$ cat config.mk
export PLATFORM = sky130hd
export DESIGN_NAME = sorted_priority_queue
export DESIGN_NICKNAME = d
export VERILOG_FILES = /design/src/rtl/spq_pkg.sv /design/src/rtl/spq_cell.sv /design/src/rtl/sorted_priority_queue.sv
export VERILOG_INCLUDE_DIRS = /design/src /design/src/rtl
export SDC_FILE = /design/constraint.sdc
export NUM_CORES = 1
export LEC_CHECK = 0
export BUFFER_PORTS_ARGS = -buffer_cell sky130_fd_sc_hd__clkbuf_2
export CAP_MARGIN = 20
export CELL_PAD_IN_SITES_DETAIL_PLACEMENT = 1
export CELL_PAD_IN_SITES_GLOBAL_PLACEMENT = 2
export CORE_ASPECT_RATIO = 0.7
export CORE_UTILIZATION = 40
export CTS_BUF_LIST = sky130_fd_sc_hd__clkbuf_8
export CTS_CLUSTER_DIAMETER = 50
export CTS_CLUSTER_SIZE = 24
export DETAILED_ROUTE_END_ITERATION = 16
export PLACE_DENSITY_LB_ADDON = 0.12
export SKIP_CTS_REPAIR_TIMING = 1
export SYNTH_ARGS = -nofsm -noshare
export SYNTH_HDL_FRONTEND = slang
export SYNTH_SLANG_ARGS = --single-unit
$ cat constraint.sdc
create_clock -name clk_i -period 5.9 [get_ports clk_i]
set_clock_uncertainty 0.1 [all_clocks]
set_input_delay 0 -clock clk_i [delete_from_list [all_inputs] [get_ports clk_i]]
set_output_delay 0 -clock clk_i [all_outputs]
set_load 0.03 [all_outputs]
$ cat src/rtl/assert_macros.svh
// Assertion helpers shared by the RTL files.
`ifndef ASSERT_MACROS_SVH
`define ASSERT_MACROS_SVH

`ifndef SYNTH

// Property must hold at every rising edge out of reset.
`define SPQ_ASSERT(lbl, clk, rst_n, prop, msg) \
  lbl: assert property (@(posedge clk) disable iff (!rst_n) (prop)) else $error(msg);

// Condition must never be seen at a rising edge out of reset.
`define SPQ_NEVER(lbl, clk, rst_n, cond, msg) \
  lbl: assert property (@(posedge clk) disable iff (!rst_n) !(cond)) else $error(msg);

`else

`define SPQ_ASSERT(lbl, clk, rst_n, prop, msg)
`define SPQ_NEVER(lbl, clk, rst_n, cond, msg)

`endif

`endif

$ cat src/rtl/spq_pkg.sv
package spq_pkg;

  localparam int unsigned PriBits  = 16;
  localparam int unsigned TagBits  = 16;
  localparam int unsigned CountOut = 5;
  localparam int unsigned CapBits  = 5;
  localparam logic [CapBits-1:0] CapReset = 5'd16;

  // request mode codes
  localparam logic MODE_ENQ = 1'b0;
  localparam logic MODE_DEQ = 1'b1;

  typedef enum logic [1:0] {
    ERR_OK    = 2'd0,
    ERR_FULL  = 2'd1,
    ERR_EMPTY = 2'd2
  } spq_err_e;

  typedef struct packed {
    logic               mode;
    logic [PriBits-1:0] priority_req;
    logic [TagBits-1:0] tag;
  } spq_req_t;

  typedef struct packed {
    logic                out_valid;
    logic [PriBits-1:0]  out_priority;
    logic [TagBits-1:0]  out_tag;
    logic [CountOut-1:0] count;
    logic                empty_res;
    logic                full_res;
    spq_err_e            error;
  } spq_res_t;

  // one stored entry
  typedef struct packed {
    logic [PriBits-1:0] pri;
    logic [TagBits-1:0] tag;
  } spq_entry_t;

  // command broadcast to every cell
  typedef struct packed {
    logic       enq;
    logic       deq;
    spq_entry_t ins;
  } spq_cmd_t;

endpackage

$ cat src/rtl/spq_cell.sv
// One slot of the sorted chain. Cell 0 is the head.
module spq_cell (
  input  logic                clk_i,
  input  spq_pkg::spq_cmd_t   cmd_i,
  input  logic                occupied_i,
  input  logic                prev_gt_i,
  input  spq_pkg::spq_entry_t prev_entry_i,
  input  spq_pkg::spq_entry_t next_entry_i,
  output logic                gt_o,
  output spq_pkg::spq_entry_t entry_o
);

  spq_pkg::spq_entry_t entry_q, entry_d;

  // new entry goes at or ahead of this slot: slot empty or strictly lower
  assign gt_o = !occupied_i || (cmd_i.ins.pri > entry_q.pri);

  // insert / shift down on enqueue, shift up on dequeue
  always_comb begin
    entry_d = entry_q;
    if (cmd_i.enq && gt_o) begin
      entry_d = prev_gt_i ? prev_entry_i : cmd_i.ins;
    end else if (cmd_i.deq) begin
      entry_d = next_entry_i;
    end
  end

  always_ff @(posedge clk_i) begin
    entry_q <= entry_d;
  end

  assign entry_o = entry_q;

endmodule

$ cat src/rtl/sorted_priority_queue.sv
// Channel  Direction  Handshake                 Payload
// req      in         req_valid_i / req_stall_o  req_i  (spq_req_t)
// res      out        res_valid_o / res_stall_i  res_o  (spq_res_t)
// cfg      in         cfg_valid_i / cfg_ready_o  cfg_data_i (capacity)
//
// One item per cycle while req_stall_o is low: the cell chain compares and shifts
// combinationally, and each result appears in the output register in the cycle after its item.
// Reset empties the queue at once (count zero) and sets capacity to 16.
// req_stall_o is high only while a result is held and res_stall_i is high.
`include "assert_macros.svh"

module sorted_priority_queue #(
  parameter int unsigned DEPTH = 16
) (
  input  logic                         clk_i,
  input  logic                         rst_ni,
  input  logic                         req_valid_i,
  output logic                         req_stall_o,
  input  spq_pkg::spq_req_t            req_i,
  output logic                         res_valid_o,
  input  logic                         res_stall_i,
  output spq_pkg::spq_res_t            res_o,
  input  logic                         cfg_valid_i,
  output logic                         cfg_ready_o,
  input  logic [spq_pkg::CapBits-1:0]  cfg_data_i
);

  localparam int unsigned CW = $clog2(DEPTH + 1);

  logic [spq_pkg::CapBits-1:0] cap_q;
  logic [CW-1:0]               count_q, count_d, cap_eff;
  logic                        res_valid_q;
  spq_pkg::spq_res_t           res_q, res_d;
  spq_pkg::spq_cmd_t           cmd;
  logic                        accept, can_enq, can_deq;
  logic [31:0]                 count_w;

  logic                        gt     [DEPTH];
  spq_pkg::spq_entry_t         entry  [DEPTH];

  // configuration port is always ready
  assign cfg_ready_o = 1'b1;

  always_ff @(posedge clk_i or negedge rst_ni) begin
    if (!rst_ni) begin
      cap_q <= spq_pkg::CapReset;
    end else if (cfg_valid_i) begin
      cap_q <= cfg_data_i;
    end
  end

  // clamp capacity into 1..DEPTH
  always_comb begin
    if (cap_q == '0) begin
      cap_eff = CW'(1);
    end else if (32'(cap_q) > DEPTH) begin
      cap_eff = CW'(DEPTH);
    end else begin
      cap_eff = CW'(cap_q);
    end
  end

  // handshake
  assign req_stall_o = res_valid_q && res_stall_i;
  assign accept      = req_valid_i && !req_stall_o;

  assign can_enq = count_q < cap_eff;
  assign can_deq = count_q != '0;

  assign cmd.enq     = accept && (req_i.mode == spq_pkg::MODE_ENQ) && can_enq;
  assign cmd.deq     = accept && (req_i.mode == spq_pkg::MODE_DEQ) && can_deq;
  assign cmd.ins.pri = req_i.priority_req;
  assign cmd.ins.tag = req_i.tag;

  // cell chain
  for (genvar i = 0; i < DEPTH; i++) begin : g_cell
    logic                occ;
    logic                pgt;
    spq_pkg::spq_entry_t pent, nent;

    assign occ = 32'(count_q) > i;
    if (i == 0) begin : g_head
      assign pgt  = 1'b0;
      assign pent = cmd.ins;
    end else begin : g_body
      assign pgt  = gt[i-1];
      assign pent = entry[i-1];
    end
    if (i == DEPTH - 1) begin : g_tail
      assign nent = entry[i];
    end else begin : g_mid
      assign nent = entry[i+1];
    end

    spq_cell u_cell (
      .clk_i        (clk_i),
      .cmd_i        (cmd),
      .occupied_i   (occ),
      .prev_gt_i    (pgt),
      .prev_entry_i (pent),
      .next_entry_i (nent),
      .gt_o         (gt[i]),
      .entry_o      (entry[i])
    );
  end

  // count and result
  always_comb begin
    count_d = count_q;
    if (cmd.enq) begin
      count_d = count_q + CW'(1);
    end else if (cmd.deq) begin
      count_d = count_q - CW'(1);
    end
    count_w = 32'(count_d);

    res_d.out_valid    = cmd.deq;
    res_d.out_priority = cmd.deq ? entry[0].pri : '0;
    res_d.out_tag      = cmd.deq ? entry[0].tag : '0;
    res_d.count        = count_w[spq_pkg::CountOut-1:0];
    res_d.empty_res    = count_d == '0;
    res_d.full_res     = count_d >= cap_eff;
    res_d.error        = spq_pkg::ERR_OK;
    if (req_i.mode == spq_pkg::MODE_ENQ && !can_enq) begin
      res_d.error = spq_pkg::ERR_FULL;
    end else if (req_i.mode == spq_pkg::MODE_DEQ && !can_deq) begin
      res_d.error = spq_pkg::ERR_EMPTY;
    end
  end

  always_ff @(posedge clk_i or negedge rst_ni) begin
    if (!rst_ni) begin
      count_q     <= '0;
      res_valid_q <= 1'b0;
    end else begin
      count_q <= count_d;
      if (accept) begin
        res_valid_q <= 1'b1;
      end else if (!res_stall_i) begin
        res_valid_q <= 1'b0;
      end
    end
  end

  always_ff @(posedge clk_i) begin
    if (accept) begin
      res_q <= res_d;
    end
  end

  assign res_valid_o = res_valid_q;
  assign res_o       = res_q;

  // checks
  `SPQ_ASSERT(a_deq_count, clk_i, rst_ni, cmd.deq |=> count_q == $past(count_q) - CW'(1), "dequeue did not lower count")
  `SPQ_ASSERT(a_head_max, clk_i, rst_ni, cmd.enq |=> entry[0].pri >= $past(req_i.priority_req), "head below inserted priority")
  `SPQ_ASSERT(a_sorted, clk_i, rst_ni, count_q >= CW'(2) |-> entry[0].pri >= entry[1].pri, "head pair out of order")
  `SPQ_NEVER(a_full_err, clk_i, rst_ni, res_valid_q && res_q.error == spq_pkg::ERR_FULL && !res_q.full_res, "full error without full flag")
  `SPQ_NEVER(a_over_depth, clk_i, rst_ni, 32'(count_q) > DEPTH, "count beyond depth")

endmodule

After elaboration in Yosys (flattened, before gate mapping)
Cells that the tools add are included.
Storage, ports and cells
  register bits after elaboration: 565
  input bits: 43
  output and inout port bits: 45
Operators by class
  add/subtract/negate cells: 2
  $lt $le $gt $ge: 35
  equal/unequal tests: 1
  multiplexer cells: 52
  bitwise operators: 1
  reduce and logical (&&, ||, !) cells: 77
Operators with widths (count)
  32-bit 2-to-1 mux: 45
  16-bit greater-than comparator: 16
  5-bit by 4-bit greater-than comparator with 1-bit output (second input constant): 8
  2-bit nonzero test: 15
  1-bit logical AND: 24
  5-bit by 3-bit greater-than comparator with 1-bit output (second input constant): 4
  5-bit 2-to-1 mux: 4
  1-bit logical NOT: 19
  1-bit logical OR: 16
  5-bit by 1-bit greater-than comparator with 1-bit output (second input constant): 2
  5-bit by 2-bit greater-than comparator with 1-bit output (second input constant): 2
  5-bit logical NOT: 2
  5-bit by 1-bit adder with 5-bit output (second input constant): 1
  5-bit greater-or-equal comparator: 1
  5-bit greater-than comparator (second input constant): 1
  5-bit < comparator: 1
  5-bit nonzero test: 1
  5-bit by 1-bit subtractor with 5-bit output (second input constant): 1
  1-bit 2-to-1 mux: 2
  2-bit 2-to-1 mux: 1
  2-bit by 1-bit != test with 1-bit output (second input constant): 1
  1-bit NOT: 1

Longest topological paths before layout
  word-level depth: 8
  mapped depth: 17

Cells and area by module
Synthesis repeated with hierarchy kept, for this count alone.
Second synthesis, totals
  cells, all modules: 3270
  area, all modules: 41888.9 µm²
Modules (own cells, without submodules)
  spq_cell (g_cell[0].u_cell ...): times used 14, cells an instance 169, area an instance 2328.5 µm²
  spq_cell (g_cell[8].u_cell ...): times used 2, cells an instance 346, area an instance 3331.9 µm²
  sorted_priority_queue: times used 1, cells an instance 212, area an instance 2626.3 µm²

Worst setup path after synthesis
OpenSTA, ideal clock, no wires.
  path kind: register to register
  from: register cap_q[4] in the netlist's numbering
  to: register g_cell[15].u_cell.entry_q (netlist bit g_cell[15].u_cell.entry_o[0]), enable pin
  setup time: 0.480 ns
  arrival time: 4.189 ns
  required time: 5.320 ns
  slack: 1.131 ns
  cell stages (with the launch flop): 8
  buffers on the path: 1
  period minus slack after synthesis: 4.769 ns
  path through: dfstp_2 -> inv_1 -> ha_1 -> a41o_1 -> a21oi_1 -> o211ai_1 -> buf_2 -> a311oi_1
On the way
  word-level cells in the longest chain between the ends: 6
RTL lines
  start: declaration: RTL line sorted_priority_queue.sv:30  | logic [spq_pkg::CapBits-1:0] cap_q;
  start signal: assignment: RTL line sorted_priority_queue.sv:46  | cap_q <= spq_pkg::CapReset;
  start signal: assignment: RTL line sorted_priority_queue.sv:48  | cap_q <= cfg_data_i;
  5-bit greater-than comparator: RTL line sorted_priority_queue.sv:56  | end else if (32'(cap_q) > DEPTH) begin
  5-bit 2-to-1 mux: RTL line sorted_priority_queue.sv:56
  5-bit 2-to-1 mux *: RTL line sorted_priority_queue.sv:54  | if (cap_q == '0) begin
  5-bit < comparator *: RTL line sorted_priority_queue.sv:67  | assign can_enq = count_q < cap_eff;
  1-bit logical AND *: RTL line sorted_priority_queue.sv:70  | assign cmd.enq = accept && (req_i.mode == spq_pkg::MODE_ENQ) && can_enq;
  1-bit logical AND *: RTL line spq_cell.sv:21  | if (cmd_i.enq && gt_o) begin
  end signal: assignment: RTL line spq_cell.sv:29  | entry_q <= entry_d;
  end: declaration: RTL line spq_cell.sv:13  | spq_pkg::spq_entry_t entry_q, entry_d;
Every way passes the cells marked *; elsewhere a longest branch is shown, timed or not.
A chain may end at the register's enable or synchronous reset.

==> results.sh <==
export IMPL_slowest_delay_ps=840
export IMPL_cts_htree_levels=3
export IMPL_cp_cell_sequence="inv_1, ha_1, a21oi_1, o21ai_0, a2111oi_0, a31oi_1, nor2_4, buf_4, mux2_2, mux2_2"
export IMPL_setup_ws_ps=1370
export IMPL_worstMarginPinSlew_ps=1100
export IMPL_ir_drop_mv=0.223
export IMPL_ys_types=80
export IMPL_yosysWarningCount=0
export IMPL_setup_violations=0
export IMPL_antenna_found_initial=3
export IMPL_grt_pass1_vias=29629
export IMPL_drive_gt1_frac=0.133
export IMPL_preCtsSetupSlack_ps=1270
export IMPL_synthCells=3593
export IMPL_criticalPathCategory="register to register"
export IMPL_cp_required_ps=6300
export IMPL_crit_slowest_cell="a2111oi_0"
export IMPL_grt_setup_unrepaired="no"
export IMPL_hold_class="input port to register"
export IMPL_dieArea_mm2=0.0944
export IMPL_slew_headroom=0.263
export IMPL_leakage_nw=17.5
export IMPL_drv_slew=0
export IMPL_end_kind="register"
export IMPL_synth_seq_cells=565
export IMPL_wl_per_cell_um=25.3
export IMPL_clk_latency_ps=760
export IMPL_numCtsBuffers=75
export IMPL_vias_per_cell=5.78
export IMPL_area_growth_syn_to_layout_pct=9.97
export IMPL_r2r_slack_ps=1370
export IMPL_synth_area_per_cell_um2=10.4
export IMPL_nets=3949
export IMPL_finalCritPeriodShare=0.768
export IMPL_synth_main_ff_cell="edfxtp_1"
export IMPL_cap_violations=0
export IMPL_cts_sinks=565
export IMPL_overflow=0
export IMPL_io_buffer_count=86
export IMPL_die_w_um=367
export IMPL_clk_path_buf_depth=3
export IMPL_synth_edf_count=554
export IMPL_worstReg2RegEnd="g_cell[10].u_cell.entry_o[9]"
export IMPL_root_buffer="clkbuf_8"
export IMPL_cts_tree="built"
export IMPL_hp_start="req_i[23]"
export IMPL_async_flop_share=0.0195
export IMPL_grt_total_usage=0.260
export IMPL_violations="negative hold slack"
export IMPL_r2r_cells=10
export IMPL_final_min_clock_period_ps=4530
export IMPL_synth_area_mm2=0.0373
export IMPL_p_per_area_mw_per_mm2=401
export IMPL_tns_ps=0
export IMPL_vias=28510
export IMPL_dpl_hpwl_mm=88.6
export IMPL_hold_path_end="g_cell[15].u_cell.entry_o[23]"
export IMPL_p_total_mw=16.5
export IMPL_io_pins=88
export IMPL_cpMostUsedCell="mux2_2"
export IMPL_syn_nets=3906
export IMPL_utilization=0.445
export IMPL_drt_first_iter_violations=2241
export IMPL_startpoint_type="register"
export IMPL_layout_common_cells="edfxtp_1 (554), mux2i_1 (444), nand2_1 (411)"
export IMPL_max_freq_mhz=221
export IMPL_rows=93
export IMPL_routabilityCongestion=0.870
export IMPL_arrival_ps=4940
export IMPL_routed_wl_mm=125
export IMPL_worstPathMaxFanout=17
export IMPL_synth_seq_area_share=0.454
export IMPL_path_clk_slew_ps=90
export IMPL_hold_slack_ps=-2.84
export IMPL_grt_pass1_wl_mm=188
export IMPL_hold_viol_final=1
export IMPL_drtPass1Iterations=5
export IMPL_grt_max_degree=65
export IMPL_r2r_start="g_cell[9].u_cell.entry_o[21]"
export IMPL_drc=0
export IMPL_core_area_mm2=0.0922
export IMPL_start_util=0.404
export IMPL_die_y_um=257
export IMPL_status="finished, violations left"
export IMPL_hold_depth=3
export IMPL_ant_nets=0
export IMPL_layout_commonest_cell="edfxtp_1"
-- per-layer routing --
layer	track usage	part of all wire
met4	0.0664	0.023
met2	0.385	0.42
met1	0.385	0.49
met5	0	0
met3	0.0524	0.063
-- critical path: cells and delay by family (launching register included) --
kind                     cells  cell delay (ps)
multiplexers                 2              660
flip-flops                   1              460
AND/OR/NAND/NOR              1              690
AO/OA/AOI/OAI                4             1560
adder cells (fa/ha/maj)      1              300
buffers and inverters        2              490
-- flip-flops by register name (all words and copies together) (netlist names) --
name,cells
cap_q,5
count_q,5
g_cell.u_cell.entry_o,512
res_o,42
res_valid_o,1
-- synth_stat cells (all sizes together), types with 5 or more instances --
library cell    n  area share
edfxtp        554        0.45
mux2i         444        0.12
nand2         415       0.042
o21ai         303       0.041
ha            270       0.091
inv           255       0.026
a21oi         249       0.034
nor2          237       0.024
mux2          200       0.060
clkbuf        144       0.015
buf           118       0.019
nand3          48      0.0064
nand4          47      0.0079
a311oi         33      0.0078
o211ai         28      0.0056
nor3           22      0.0031
a21o           21      0.0042
and3           19      0.0032
nor2b          19      0.0032
o22ai          18      0.0030
o221ai         15      0.0035
nand2b         12      0.0020
dfrtp          10      0.0067
nor4           10      0.0018
a211oi          9      0.0018
and2            8      0.0013
and4            8      0.0019
o21a            8      0.0016
or2             7      0.0012
a21boi          6      0.0013
a31oi           5      0.0010
o2111ai         5      0.0013
or3             5     0.00084
-- area by class of cell --
cell class              count  area, µm²
clock inverters            59        528
flip-flops and latches    565      16900
inverters                 255        957
clock buffers              79       1090
fillers                 10198      51200
repair buffers            228       1630
multi-input cells        2511      18300
diodes                      2       5.00
well taps                1235       1550
-- per-stage QoR --
step / instance area [µm²] / cells
detailed placement: 38800 / 4742
finish: 41000 / 4934
global placement: 38800 / 4741
global route: 41000 / 4933
floorplan: 37300 / 3593
CTS: 40500 / 4880
-- report_power, final --
group          leakage (nW)  internal, mW  switching (mW)  total (mW)
Combinational          11.4          2.57            4.27        6.85
Sequential             5.31          5.57           0.663        6.23
Clock                 0.818          1.48            1.90        3.38
-- kinds of logic after synthesis --
kind of cell	share of synthesized area
compound gates	0.114
xor+xnor	0.000705
fa+ha+maj	0.0906
buf+inv	0.0605
flops	0.454
mux	0.180
other cells	0.000101
simple gates	0.101
-- how the worst max path moves through the flow --
stage	start	to	slack (ps)	depth (start not counted)
after floorplan	cap_q[4]	g_cell[15].u_cell.entry_o[0]	1130	7
after global placement	req_i[29]	g_cell[11].u_cell.entry_o[23]	1290	10
after detailed placement	req_i[28]	g_cell[11].u_cell.entry_o[29]	1270	11
after CTS	g_cell[9].u_cell.entry_o[21]	g_cell[10].u_cell.entry_o[9]	1440	10
after global routing	count_q[2]	res_o[2]	1260	13
final	g_cell[9].u_cell.entry_o[21]	g_cell[10].u_cell.entry_o[9]	1370	10
Power figures use the tool's default switching activity.
